## src/ovl_pkg.sv

```systemverilog
// ovl_pkg: shared types, codes and sizes for the ordered value list
// used by every module of the block, no dependencies of its own
package ovl_pkg;

  // default list size and command queue depth
  localparam int OVL_LIST_DEPTH = 16;
  localparam int OVL_CMDQ_DEPTH = 2;
  localparam int OVL_VAL_W      = 32;

  // input opcodes
  localparam logic [1:0] OP_APPEND = 2'd0;
  localparam logic [1:0] OP_REMOVE = 2'd1;
  localparam logic [1:0] OP_DUMP   = 2'd2;

  // result status codes
  localparam logic [1:0] STS_OK        = 2'd0;
  localparam logic [1:0] STS_EMPTY     = 2'd1;
  localparam logic [1:0] STS_NOT_FOUND = 2'd2;
  localparam logic [1:0] STS_FULL      = 2'd3;

  // decoded command kinds passed from front to back
  typedef enum logic [1:0] {
    CMD_APPEND = 2'd0,
    CMD_REMOVE = 2'd1,
    CMD_DUMP   = 2'd2
  } ovl_cmd_kind_t;

  typedef struct packed {
    logic [1:0]                  opcode;
    logic signed [OVL_VAL_W-1:0] value;
  } ovl_in_t;

  typedef struct packed {
    logic [1:0]                  status;
    logic signed [OVL_VAL_W-1:0] entry_value;
    logic                        last;
  } ovl_out_t;

  typedef struct packed {
    ovl_cmd_kind_t               kind;
    logic signed [OVL_VAL_W-1:0] value;
  } ovl_cmd_t;

  // command queue status seen by front and back
  typedef struct packed {
    logic full;
    logic empty;
  } ovl_q_stat_t;

endpackage

```

## src/ovl_front.sv

```systemverilog
// ovl_front: takes input beats, decodes the opcode and drops unused codes
// depends on ovl_pkg
module ovl_front import ovl_pkg::*; (
  input  logic        rst_n,
  input  logic        push,
  output logic        full,
  input  ovl_in_t     in_data,
  input  ovl_q_stat_t q_stat,
  output logic        q_push,
  output ovl_cmd_t    q_cmd
);

  logic cmd_valid;

  // opcode decode, the unused code gives no command
  always_comb begin
    cmd_valid   = 1'b1;
    q_cmd.value = in_data.value;
    case (in_data.opcode)
      OP_APPEND: q_cmd.kind = CMD_APPEND;
      OP_REMOVE: q_cmd.kind = CMD_REMOVE;
      OP_DUMP:   q_cmd.kind = CMD_DUMP;
      default: begin
        q_cmd.kind = CMD_APPEND;
        cmd_valid  = 1'b0;
      end
    endcase
  end

  // accept while the command queue has room
  assign full   = q_stat.full || !rst_n;
  assign q_push = push && !full && cmd_valid;

endmodule

```

## src/ovl_cmd_queue.sv

```systemverilog
// ovl_cmd_queue: short queue of decoded commands between front and back
// depends on ovl_pkg
module ovl_cmd_queue import ovl_pkg::*; (
  input  logic        clk,
  input  logic        rst_n,
  input  logic        q_push,
  input  ovl_cmd_t    q_cmd,
  input  logic        q_pop,
  output ovl_cmd_t    q_head,
  output ovl_q_stat_t q_stat
);

  localparam int PW = (OVL_CMDQ_DEPTH > 1) ? $clog2(OVL_CMDQ_DEPTH) : 1;
  localparam int OW = $clog2(OVL_CMDQ_DEPTH + 1);

  ovl_cmd_t        slot_r [OVL_CMDQ_DEPTH];
  logic [PW-1:0]   wr_ptr_r, wr_ptr_nxt;
  logic [PW-1:0]   rd_ptr_r, rd_ptr_nxt;
  logic [OW-1:0]   occ_r, occ_nxt;
  logic            do_push, do_pop;

  assign q_stat.full  = (occ_r == OW'(OVL_CMDQ_DEPTH));
  assign q_stat.empty = (occ_r == '0);
  assign do_push      = q_push && !q_stat.full;
  assign do_pop       = q_pop && !q_stat.empty;
  assign q_head       = slot_r[rd_ptr_r];

  // pointer and occupancy update
  always_comb begin
    wr_ptr_nxt = wr_ptr_r;
    rd_ptr_nxt = rd_ptr_r;
    occ_nxt    = occ_r;
    if (do_push) begin
      wr_ptr_nxt = (wr_ptr_r == PW'(OVL_CMDQ_DEPTH - 1)) ? '0 : wr_ptr_r + 1'b1;
    end
    if (do_pop) begin
      rd_ptr_nxt = (rd_ptr_r == PW'(OVL_CMDQ_DEPTH - 1)) ? '0 : rd_ptr_r + 1'b1;
    end
    if (do_push && !do_pop) begin
      occ_nxt = occ_r + 1'b1;
    end else if (do_pop && !do_push) begin
      occ_nxt = occ_r - 1'b1;
    end
  end

  always_ff @(posedge clk) begin
    if (!rst_n) begin
      wr_ptr_r <= '0;
      rd_ptr_r <= '0;
      occ_r    <= '0;
    end else begin
      wr_ptr_r <= wr_ptr_nxt;
      rd_ptr_r <= rd_ptr_nxt;
      occ_r    <= occ_nxt;
    end
  end

  // command storage
  always_ff @(posedge clk) begin
    if (do_push) begin
      slot_r[wr_ptr_r] <= q_cmd;
    end
  end

endmodule

```

## src/ovl_back.sv

```systemverilog
// ovl_back: cell chain holding the list, executes commands, owns the result register
// depends on ovl_pkg
module ovl_back import ovl_pkg::*; #(
  parameter int LIST_DEPTH = OVL_LIST_DEPTH,
  localparam int CW = $clog2(LIST_DEPTH + 1)
) (
  input  logic          clk,
  input  logic          rst_n,
  input  ovl_cmd_t      q_head,
  input  ovl_q_stat_t   q_stat,
  output logic          q_pop,
  output logic          empty,
  input  logic          pop,
  output ovl_out_t      out_data,
  output logic [CW-1:0] list_count,
  output logic          dumping
);

  typedef enum logic [1:0] {
    ST_IDLE = 2'b01,
    ST_DUMP = 2'b10
  } back_state_t;

  back_state_t                 state_r, state_nxt;
  logic signed [OVL_VAL_W-1:0] cell_r [LIST_DEPTH];
  logic signed [OVL_VAL_W-1:0] cell_nxt [LIST_DEPTH];
  logic [CW-1:0]               count_r, count_nxt;
  logic [CW-1:0]               rem_r, rem_nxt;
  logic                        out_valid_r, out_valid_nxt;
  ovl_out_t                    out_r, out_nxt;
  logic [LIST_DEPTH-1:0]       match_v;
  logic [LIST_DEPTH-1:0]       shift_en;
  logic                        any_match;
  logic                        can_emit;
  logic                        do_append, do_remove, do_rotate;

  assign can_emit   = !out_valid_r || pop;
  assign empty      = !out_valid_r;
  assign out_data   = out_r;
  assign list_count = count_r;
  assign dumping    = (state_r == ST_DUMP);

  // per-cell compare, and each cell finds whether a match sits at or ahead of it
  always_comb begin
    for (int i = 0; i < LIST_DEPTH; i++) begin
      match_v[i] = (cell_r[i] == q_head.value) && (CW'(i) < count_r);
    end
    for (int i = 0; i < LIST_DEPTH; i++) begin
      shift_en[i] = |(match_v & ({LIST_DEPTH{1'b1}} >> (LIST_DEPTH - 1 - i)));
    end
    any_match = |match_v;
  end

  // command sequencer and result formation
  always_comb begin
    state_nxt     = state_r;
    count_nxt     = count_r;
    rem_nxt       = rem_r;
    out_valid_nxt = out_valid_r && !pop;
    out_nxt       = out_r;
    q_pop         = 1'b0;
    do_append     = 1'b0;
    do_remove     = 1'b0;
    do_rotate     = 1'b0;
    case (state_r)
      ST_IDLE: begin
        if (!q_stat.empty && can_emit) begin
          out_valid_nxt       = 1'b1;
          out_nxt.entry_value = '0;
          out_nxt.last        = 1'b1;
          q_pop               = 1'b1;
          case (q_head.kind)
            CMD_APPEND: begin
              if (count_r == CW'(LIST_DEPTH)) begin
                out_nxt.status = STS_FULL;
              end else begin
                out_nxt.status = STS_OK;
                do_append      = 1'b1;
                count_nxt      = count_r + 1'b1;
              end
            end
            CMD_REMOVE: begin
              if (count_r == '0) begin
                out_nxt.status = STS_EMPTY;
              end else if (!any_match) begin
                out_nxt.status = STS_NOT_FOUND;
              end else begin
                out_nxt.status = STS_OK;
                do_remove      = 1'b1;
                count_nxt      = count_r - 1'b1;
              end
            end
            CMD_DUMP: begin
              if (count_r == '0) begin
                out_nxt.status = STS_EMPTY;
              end else begin
                out_nxt.status      = STS_OK;
                out_nxt.entry_value = cell_r[0];
                do_rotate           = 1'b1;
                if (count_r != CW'(1)) begin
                  out_nxt.last = 1'b0;
                  q_pop        = 1'b0;
                  rem_nxt      = count_r - 1'b1;
                  state_nxt    = ST_DUMP;
                end
              end
            end
            default: begin
              out_nxt.status = STS_OK;
            end
          endcase
        end
      end
      ST_DUMP: begin
        if (can_emit) begin
          out_valid_nxt       = 1'b1;
          out_nxt.status      = STS_OK;
          out_nxt.entry_value = cell_r[0];
          out_nxt.last        = (rem_r == CW'(1));
          do_rotate           = 1'b1;
          rem_nxt             = rem_r - 1'b1;
          if (rem_r == CW'(1)) begin
            q_pop     = 1'b1;
            state_nxt = ST_IDLE;
          end
        end
      end
      default: begin
        state_nxt = ST_IDLE;
      end
    endcase
  end

  // cell chain: tail write, gap close on removal, rotate by one during a dump
  always_comb begin
    for (int i = 0; i < LIST_DEPTH; i++) begin
      cell_nxt[i] = cell_r[i];
      if (do_append && (CW'(i) == count_r)) begin
        cell_nxt[i] = q_head.value;
      end
      if (do_remove && shift_en[i] && (i < LIST_DEPTH - 1)) begin
        cell_nxt[i] = cell_r[(i < LIST_DEPTH - 1) ? i + 1 : i];
      end
      if (do_rotate) begin
        if (CW'(i + 1) < count_r) begin
          cell_nxt[i] = cell_r[(i < LIST_DEPTH - 1) ? i + 1 : i];
        end else if (CW'(i + 1) == count_r) begin
          cell_nxt[i] = cell_r[0];
        end
      end
    end
  end

  always_ff @(posedge clk) begin
    if (!rst_n) begin
      state_r     <= ST_IDLE;
      count_r     <= '0;
      rem_r       <= '0;
      out_valid_r <= 1'b0;
    end else begin
      state_r     <= state_nxt;
      count_r     <= count_nxt;
      rem_r       <= rem_nxt;
      out_valid_r <= out_valid_nxt;
    end
  end

  // payload registers
  always_ff @(posedge clk) begin
    out_r <= out_nxt;
    for (int i = 0; i < LIST_DEPTH; i++) begin
      cell_r[i] <= cell_nxt[i];
    end
  end

endmodule

```

## src/ordered_value_list_core.sv

```systemverilog
// ordered_value_list_core: top level of the ordered value list
// depends on ovl_pkg, ovl_front, ovl_cmd_queue, ovl_back
//
//   channel  handshake    payload              beat accepted when
//   in       push / full  in_data  (ovl_in_t)  push && !full
//   out      empty / pop  out_data (ovl_out_t) pop && !empty
//
// append and remove each give one result beat; a dump gives one result beat per
// entry (one for an empty list), from the one-entry rotate of the cell chain
// the front takes a beat per cycle while the two-deep command queue has room
// reset clears count, queue and result valid flag; list cells and result payload are not cleared
// a stalled result holds the back end, which in turn fills the command queue
module ordered_value_list_core import ovl_pkg::*; #(
  parameter int LIST_DEPTH = OVL_LIST_DEPTH
) (
  input  logic     clk,
  input  logic     rst_n,
  input  logic     push,
  output logic     full,
  input  ovl_in_t  in_data,
  output logic     empty,
  input  logic     pop,
  output ovl_out_t out_data
);

  localparam int CW = $clog2(LIST_DEPTH + 1);

  ovl_q_stat_t   q_stat;
  ovl_cmd_t      q_cmd, q_head;
  logic          q_push, q_pop;
  logic [CW-1:0] list_count;
  logic          dumping;

  // front: decode and classify
  ovl_front u_front (
    .rst_n   (rst_n),
    .push    (push),
    .full    (full),
    .in_data (in_data),
    .q_stat  (q_stat),
    .q_push  (q_push),
    .q_cmd   (q_cmd)
  );

  // queue between front and back
  ovl_cmd_queue u_cmd_queue (
    .clk    (clk),
    .rst_n  (rst_n),
    .q_push (q_push),
    .q_cmd  (q_cmd),
    .q_pop  (q_pop),
    .q_head (q_head),
    .q_stat (q_stat)
  );

  // back: cell chain and result register
  ovl_back #(
    .LIST_DEPTH (LIST_DEPTH)
  ) u_back (
    .clk        (clk),
    .rst_n      (rst_n),
    .q_head     (q_head),
    .q_stat     (q_stat),
    .q_pop      (q_pop),
    .empty      (empty),
    .pop        (pop),
    .out_data   (out_data),
    .list_count (list_count),
    .dumping    (dumping)
  );

  // list never holds more than its depth
  a_count_bound: assert property (@(posedge clk) disable iff (!rst_n)
    list_count <= CW'(LIST_DEPTH))
    else $error("list count above depth");

  // a multi-beat dump only runs over a non-empty list
  a_dump_nonempty: assert property (@(posedge clk) disable iff (!rst_n)
    dumping |-> (list_count != '0))
    else $error("dump running on empty list");

  // entering a dump puts its first entry in the result register
  a_dump_first_beat: assert property (@(posedge clk) disable iff (!rst_n)
    $rose(dumping) |-> !empty)
    else $error("dump started without a result beat");

endmodule

```

## config.mk

```make
export PLATFORM = sky130hd
export DESIGN_NAME = ordered_value_list_core
export DESIGN_NICKNAME = d
export VERILOG_FILES = /design/src/ovl_pkg.sv /design/src/ovl_front.sv /design/src/ovl_cmd_queue.sv /design/src/ovl_back.sv /design/src/ordered_value_list_core.sv
export SDC_FILE = /design/constraint.sdc
export NUM_CORES = 2
export LEC_CHECK = 0
export BUFFER_PORTS_ARGS = -buffer_cell sky130_fd_sc_hd__buf_2
export CAP_MARGIN = 20
export CORE_AREA = 2 2 330 234
export CTS_CLUSTER_DIAMETER = 120
export CTS_CLUSTER_SIZE = 14
export DETAILED_ROUTE_END_ITERATION = 12
export DIE_AREA = 0 0 332 236
export HOLD_SLACK_MARGIN = 0.15
export MAX_ROUTING_LAYER = met4
export PLACE_DENSITY_LB_ADDON = 0.1
export SLEW_MARGIN = 20
export SYNTH_ARGS = -nofsm -noshare
export SYNTH_HDL_FRONTEND = slang
export SYNTH_HIERARCHICAL = 1
export SYNTH_SLANG_ARGS = --single-unit
```

## constraint.sdc

```tcl
create_clock -name clk -period 4.5 [get_ports clk]
set_input_delay 0.9 -clock clk [delete_from_list [all_inputs] [get_ports clk]]
set_output_delay 0.9 -clock clk [all_outputs]
set_load 0.02 [all_outputs]
```

Word-level counts from Yosys, hierarchy flattened
Memories as Yosys holds them, arrays and structs flattened. A register that Yosys moved wholly into a read port is not among the register bits.
Index checks and enable logic that the tools add are counted.
- register bits: 52
- bits in latches: 0
- bits in writable memories: 580
- bits in read-only memories: 0
- input port bits: 38
- output and inout port bits: 37
- word-level logic and storage cells: 319
- memories kept: 2
- add/sub/neg operators: 7
- multiply operators: 0
- div/mod/pow operators: 0
- $lt $le $gt $ge: 17
- equality and inequality tests: 51
- shift operators: 0
- multiplexer cells: 140
- bitwise gates (word level): 0
- reductions and logical operators: 92
- memories (name ; depth ; width ; read ports ; clocked after memory_dff ; write ports ; RTL line ; source):
    u_back.cell_r ; 16 ; 32 ; 16 ; 0 ; 16 ; ovl_back.sv:25 ; logic signed [OVL_VAL_W-1:0] cell_r [LIST_DEPTH];
    u_cmd_queue.slot_r ; 2 ; 34 ; 1 ; 1 ; 1 ; ovl_cmd_queue.sv:16 ; ovl_cmd_t slot_r [OVL_CMDQ_DEPTH];
- operators with widths (cell ; number):
    $mux 32 ; 79
    $eq 32x32->1 ; 16
    $mux 35 ; 2
    $pmux 35 s2 ; 1
    $mux 33 ; 2
    $logic_and 1x1->1 ; 55
    $eq 4x5->1 const A ; 8
    $lt 4x5->1 const A ; 8
    $mux 5 ; 8
    $mux 1 ; 29
    $mux 2 ; 11
    $eq 3x5->1 const A ; 4
    $lt 3x5->1 const A ; 4
    $pmux 5 s2 ; 2
    $reduce_and 6->1 ; 3
    $reduce_or 16->1 ; 1
    $reduce_or 15->1 ; 1
    $reduce_or 14->1 ; 1
    $reduce_or 13->1 ; 1
    $reduce_or 12->1 ; 1
    $reduce_or 11->1 ; 1
    $eq 2x5->1 const A ; 2
    $lt 1x5->1 const A ; 2
    $lt 2x5->1 const A ; 2
    33 further kinds ; 63

Longest topological paths before layout
An unclocked memory read counts as a cell.
- depth after elaboration: 14
- depth in mapped cells: 17
- depth with buffers taken out: 12

Modules after synthesis
Netlist, hierarchy kept.
- by module, submodules not included (module ; times used ; cells each ; area each (um2) ; seq. area each (um2)):
    ovl_back ; 1 ; 4854 ; 40377.5 ; 12201.7
    ovl_cmd_queue ; 1 ; 131 ; 2686.3 ; 2142.1
    ovl_front ; 1 ; 37 ; 282.8 ; 0.0

Worst setup path before layout
No wires, ideal clock.
- kind: register -> register
- from: register u_back/list_count[0] (netlist name)
- to: memory u_back.cell_r[15][0], in the netlist u_back/cell_r[1][224], enable pin
- setup time: 0.466 ns
- arrival time: 3.997 ns
- data required time: 4.034 ns
- path slack: 0.037 ns
- stages on the path, launching flop included: 15
- buffers on the path: 6
- clock period less this slack: 4.463 ns
- cells stage by stage: dfxtp_1 > clkbuf_1 > inv_1 > ha_1 > or4b_2 > clkbuf_1 > and3b_1 > nand2_1 > a21o_1 > buf_2 > buf_2 > clkbuf_1 > nor2_1 > clkbuf_1 > o21ai_0
- RTL lines (item ; RTL line):
    to (decl) ; ovl_back.sv:25

==> flow_results.xml <==
<?xml version="1.0" encoding="UTF-8"?>
<metrics>
  <group name="grt">
    <metric name="antenna_found_initial" unit="">11</metric>
    <metric name="grt_remaining_overflow" unit="">0</metric>
    <metric name="wire_length_of_the_first_global_routing_pass" unit="microns">295000</metric>
    <metric name="grtUsageMet1" unit="%">74.6</metric>
    <metric name="grt_max_degree" unit="">65</metric>
    <metric name="gr-max-usage-layer" unit="">met1</metric>
    <metric name="grt.total_usage" unit="%">52.9</metric>
    <metric name="gr-usage-met3" unit="%">28.2</metric>
    <metric name="first_global_vias" unit="">39500</metric>
    <metric name="gr-usage-met2" unit="%">62.1</metric>
  </group>
  <group name="synth">
    <metric name="synthCells" unit="">5022</metric>
    <metric name="synth-edff-count" unit="">167</metric>
    <metric name="synth.yosys.seq_area_share" unit="%">33.1</metric>
    <metric name="synth_ff_type" unit="">sky130_fd_sc_hd__dfxtp_1</metric>
    <metric name="syn_nets" unit="">5070</metric>
    <metric name="post_synth_arst_share" unit="%">0</metric>
    <metric name="postSynthRegisterBits" unit="">633</metric>
    <metric name="ys.warnings.count" unit="">6</metric>
    <metric name="synth.avg_cell_area" unit="sq um">8.63</metric>
    <metric name="synth.distinct_cells" unit="">86</metric>
    <metric name="combined_area_of_all_synthesized_cells" unit="sq mm">0.0433</metric>
  </group>
  <group name="finish">
    <metric name="layout-drive-gt1-share" unit="%">16.8</metric>
    <metric name="areaGrowthSynthToFinish" unit="%">10.5</metric>
    <metric name="nNetsFinal" unit="">5001</metric>
    <metric name="final_cell_area" unit="sq mm">0.0479</metric>
  </group>
  <group name="die">
    <metric name="io_pins" unit="">75</metric>
    <metric name="placement_rows" unit="">85</metric>
    <metric name="floorplan.core_area" unit="sq mm">0.0757</metric>
    <metric name="initial_utilization" unit="%">57.2</metric>
    <metric name="die_height" unit="microns">236</metric>
    <metric name="floorplan.die_area" unit="sq mm">0.0784</metric>
    <metric name="die_x" unit="microns">332</metric>
  </group>
  <group name="power_and_ir_drop">
    <metric name="worst_ir_drop_vdd" unit="V">0.000757</metric>
    <metric name="powerDensity" unit="mW/mm^2">481</metric>
    <metric name="leakage" unit="nW">18.7</metric>
  </group>
  <group name="timing">
    <metric name="layout_min_cycle_time" unit="ns">4.59</metric>
    <metric name="clock.fmax" unit="MHz">218</metric>
    <metric name="post-route-period-util" unit="%">102</metric>
    <metric name="final.setup.worst_slack" unit="ns">-0.0927</metric>
    <metric name="rsz_0062_raised_after_global_routing" unit="">true</metric>
    <metric name="final_setup_violations" unit="">89</metric>
    <metric name="report.final.hold_viol_count" unit="">0</metric>
    <metric name="transition_time_at_the_pin_with_the_least_slew_margin" unit="ns">1.22</metric>
    <metric name="fin_hold_ws" unit="ns">0.431</metric>
    <metric name="final-max-slew-violation-count" unit="">0</metric>
    <metric name="slew_headroom" unit="%">18.6</metric>
    <metric name="clock_skew" unit="ns">0.0460</metric>
  </group>
  <group name="placed_design">
    <metric name="post-dp-hpwl" unit="microns">144000</metric>
    <metric name="port_buffers" unit="">74</metric>
    <metric name="place.gp.congestion" unit="">1.12</metric>
    <metric name="placed_area" unit="sq mm">0.0462</metric>
    <metric name="dp_worst_setup_slack" unit="ns">-0.330</metric>
  </group>
  <group name="cts">
    <metric name="cell_at_the_root_of_the_clock_tree" unit="">sky130_fd_sc_hd__clkbuf_16</metric>
    <metric name="cts.repair_timing.setup_buffer_count" unit="">0</metric>
    <metric name="clock_tree_from_tritoncts" unit="">yes</metric>
    <metric name="worst_skew_pair_latency" unit="ns">0.68</metric>
    <metric name="cts.sink_count" unit="">633</metric>
    <metric name="clkSlewWorstSetupHoldPaths" unit="ns">0.08</metric>
    <metric name="cts_max_path_buffers" unit="">3</metric>
    <metric name="htreeDepth" unit="">2</metric>
    <metric name="cts_inserted_buffers" unit="">51</metric>
  </group>
  <group name="worst_setup_path">
    <metric name="crit_required" unit="ns">4.92</metric>
    <metric name="path_cells" unit="">buf_4 &gt; mux2_2 &gt; buf_4 &gt; buf_4 &gt; xor2_1 &gt; nor4_1 &gt; nand3_1 &gt; o311ai_1 &gt; nor4b_2 &gt; buf_4 &gt; a21oi_1 &gt; buf_4 &gt; a21oi_4 &gt; buf_12 &gt; mux2_2</metric>
    <metric name="cpMaxStageDelayCell" unit="">sky130_fd_sc_hd__mux2_2</metric>
    <metric name="timing.critical_path.fanout_max" unit="">26</metric>
    <metric name="critPathKind" unit="">reg -&gt; reg</metric>
    <metric name="crit_path_max_incr_delay" unit="ns">0.68</metric>
    <metric name="cp_data_arrival_time" unit="ns">5.01</metric>
    <metric name="cpMostUsedCell" unit="">sky130_fd_sc_hd__buf_4</metric>
    <metric name="crit_path_end_kind" unit="">flip-flop</metric>
    <metric name="critPathLaunchType" unit="">flip-flop</metric>
  </group>
  <group name="routing">
    <metric name="route.detailed.wl_per_inst" unit="microns">35.0</metric>
    <metric name="final_antenna_net_count" unit="">0</metric>
    <metric name="first_iteration_detailed_routing_drc_count" unit="">8911</metric>
    <metric name="route.detailed.vias_per_inst" unit="">7.45</metric>
    <metric name="wl" unit="microns">210000</metric>
    <metric name="vias" unit="">44700</metric>
    <metric name="drcViolationCount" unit="">0</metric>
    <metric name="1st_pass_router_iterations" unit="">6</metric>
  </group>
  <group name="run_status">
    <metric name="failed_checks" unit="">negative setup slack</metric>
    <metric name="status" unit="">finished, violations left</metric>
  </group>
  <group name="job">
    <metric name="maxCapViolCount" unit="">0</metric>
  </group>
  <group name="min_path">
    <metric name="worstHoldPathType" unit="">in -&gt; reg</metric>
  </group>
</metrics>
-- critical path: cells and delay by family (launching register included) --
kind                      cells  cell delay, ns
DFF                           1            0.34
xor gates and xnor gates      1            0.29
buffers and inverters         6            1.29
muxes                         2            1.04
and+or+nand+nor               3            0.88
AOI/OAI and AO/OA             3            0.44
-- final timing paths --
check                                           start  slack (ns)  cells after the start                        end
worst min-delay path                      in_data[12]        0.43                      1  u_cmd_queue/slot_r[1][12]
worst max register to register              flip-flop       -0.09                     15        u_back/cell_r[0][1]
worst max-delay path                        flip-flop       -0.09                     15        u_back/cell_r[0][1]
worst min register to register  u_back/cell_r[0][174]        0.49                      2      u_back/cell_r[0][142]
-- synthesized netlist by cell type, types with 69 or more instances --
cell type | number | share of area [%]
sky130_fd_sc_hd__edfxtp_1 | 167 | 12
sky130_fd_sc_hd__nor4_1 | 143 | 2.1
sky130_fd_sc_hd__o22ai_1 | 111 | 1.6
sky130_fd_sc_hd__nand4_1 | 116 | 1.7
sky130_fd_sc_hd__a221o_1 | 69 | 1.6
sky130_fd_sc_hd__xnor2_1 | 224 | 4.5
sky130_fd_sc_hd__a221oi_1 | 134 | 2.7
sky130_fd_sc_hd__dfxtp_1 | 466 | 22
sky130_fd_sc_hd__nand2_1 | 343 | 3.0
sky130_fd_sc_hd__a21oi_1 | 231 | 2.7
sky130_fd_sc_hd__inv_1 | 116 | 1.0
sky130_fd_sc_hd__nor2_1 | 362 | 3.1
sky130_fd_sc_hd__a21o_1 | 73 | 1.3
sky130_fd_sc_hd__a211oi_1 | 71 | 1.2
sky130_fd_sc_hd__xor2_1 | 296 | 6.0
sky130_fd_sc_hd__clkbuf_1 | 410 | 3.6
sky130_fd_sc_hd__buf_2 | 92 | 1.1
sky130_fd_sc_hd__mux2_2 | 189 | 4.9
sky130_fd_sc_hd__nor3_1 | 80 | 0.92
sky130_fd_sc_hd__mux2i_1 | 304 | 7.0
sky130_fd_sc_hd__o21ai_0 | 198 | 2.3
-- report_power, final --
part / total (mW) / internal (mW) / switching, mW
Clock: 4.55 / 2.17 / 2.38
Sequential: 7.43 / 6.70 / 0.729
Combinational: 11.0 / 3.19 / 7.85
Total: 23.0 / 12.1 / 11.0
-- logic make-up after synthesis --
family                     Yosys count  share of synthesized area [%]
AOI/OAI and AO/OA                 1313                           21.9
xor gates and xnor gates           520                           10.5
and+or+nand+nor                   1356                           15.4
DFF                                633                           33.1
buffers and inverters              692                           6.73
muxes                              498                           12.1
adders and majority gates           10                          0.289
-- placed cells by master (no fill, tap or decap), types with 52 or more instances in the layout --
master,count
sky130_fd_sc_hd__a211oi_1,71
sky130_fd_sc_hd__a21o_1,72
sky130_fd_sc_hd__a21oi_1,223
sky130_fd_sc_hd__a221o_1,69
sky130_fd_sc_hd__a221oi_1,134
sky130_fd_sc_hd__a31oi_1,55
sky130_fd_sc_hd__and3_1,63
sky130_fd_sc_hd__buf_2,74
sky130_fd_sc_hd__buf_4,325
sky130_fd_sc_hd__clkbuf_16,52
sky130_fd_sc_hd__dfxtp_1,465
sky130_fd_sc_hd__edfxtp_1,167
sky130_fd_sc_hd__inv_1,115
sky130_fd_sc_hd__mux2_2,184
sky130_fd_sc_hd__mux2i_1,304
sky130_fd_sc_hd__nand2_1,341
sky130_fd_sc_hd__nand3_1,64
sky130_fd_sc_hd__nand4_1,116
sky130_fd_sc_hd__nor2_1,341
sky130_fd_sc_hd__nor3_1,74
sky130_fd_sc_hd__nor4_1,137
sky130_fd_sc_hd__o21ai_0,196
sky130_fd_sc_hd__o221ai_1,59
sky130_fd_sc_hd__o22ai_1,111
sky130_fd_sc_hd__xnor2_1,221
sky130_fd_sc_hd__xor2_1,294
-- registers in the layout (all words and copies together) (netlist names), named ones only --
name / flops
u_back/list_count: 5
u_cmd_queue/slot_r: 68
u_cmd_queue/occ_r: 2
u_back/out_data: 35
u_cmd_queue/wr_ptr_r: 1
u_cmd_queue/rd_ptr_r: 1
u_back/rem_r: 5
u_back/out_valid_r: 1
u_back/cell_r: 512
u_back/state_r: 2
-- through the flow --
stage          utilization [%]  total power, mW  TNS, ns  std cells
6_report                  63.2             23.0    -3.45       6004
5_1_grt                   63.2             23.1   -0.651       5995
4_1_cts                   63.0             22.0        0       5988
3_5_place_dp              61.0             17.6   -23.48       5898
3_3_place_gp              61.0             17.5   -16.10       5898
2_1_floorplan                -             12.7        0       5022
-- final cells by class --
| type | count | area (sq um) |
|---|---|---|
| repair buffers | 451 | 3850 |
| flip-flops and latches | 633 | 14300 |
| diodes | 14 | 35.0 |
| inverters | 118 | 443 |
| fillers | 6549 | 27800 |
| clock buffers | 87 | 1430 |
| multi-input cells | 3698 | 26500 |
| well taps | 1000 | 1250 |
| clock inverters | 3 | 41.3 |
-- per-layer routing --
metal  wire, microns  up-vias  share of wire (%)
li1                -    18500                  -
met4            8410        0                4.0
met3           42300      577                 20
met2           75000     4140                 36
met5               0        -                  0
met1           84600    21500                 40
-- timing repair --
action,4_1_cts,5_1_grt
pin swaps,0,0
endpoints found under the setup margin,212,292
resized for setup,7,19
hold buffers,0,0
gates cloned,0,1
(Power assumes the default switching activity.)
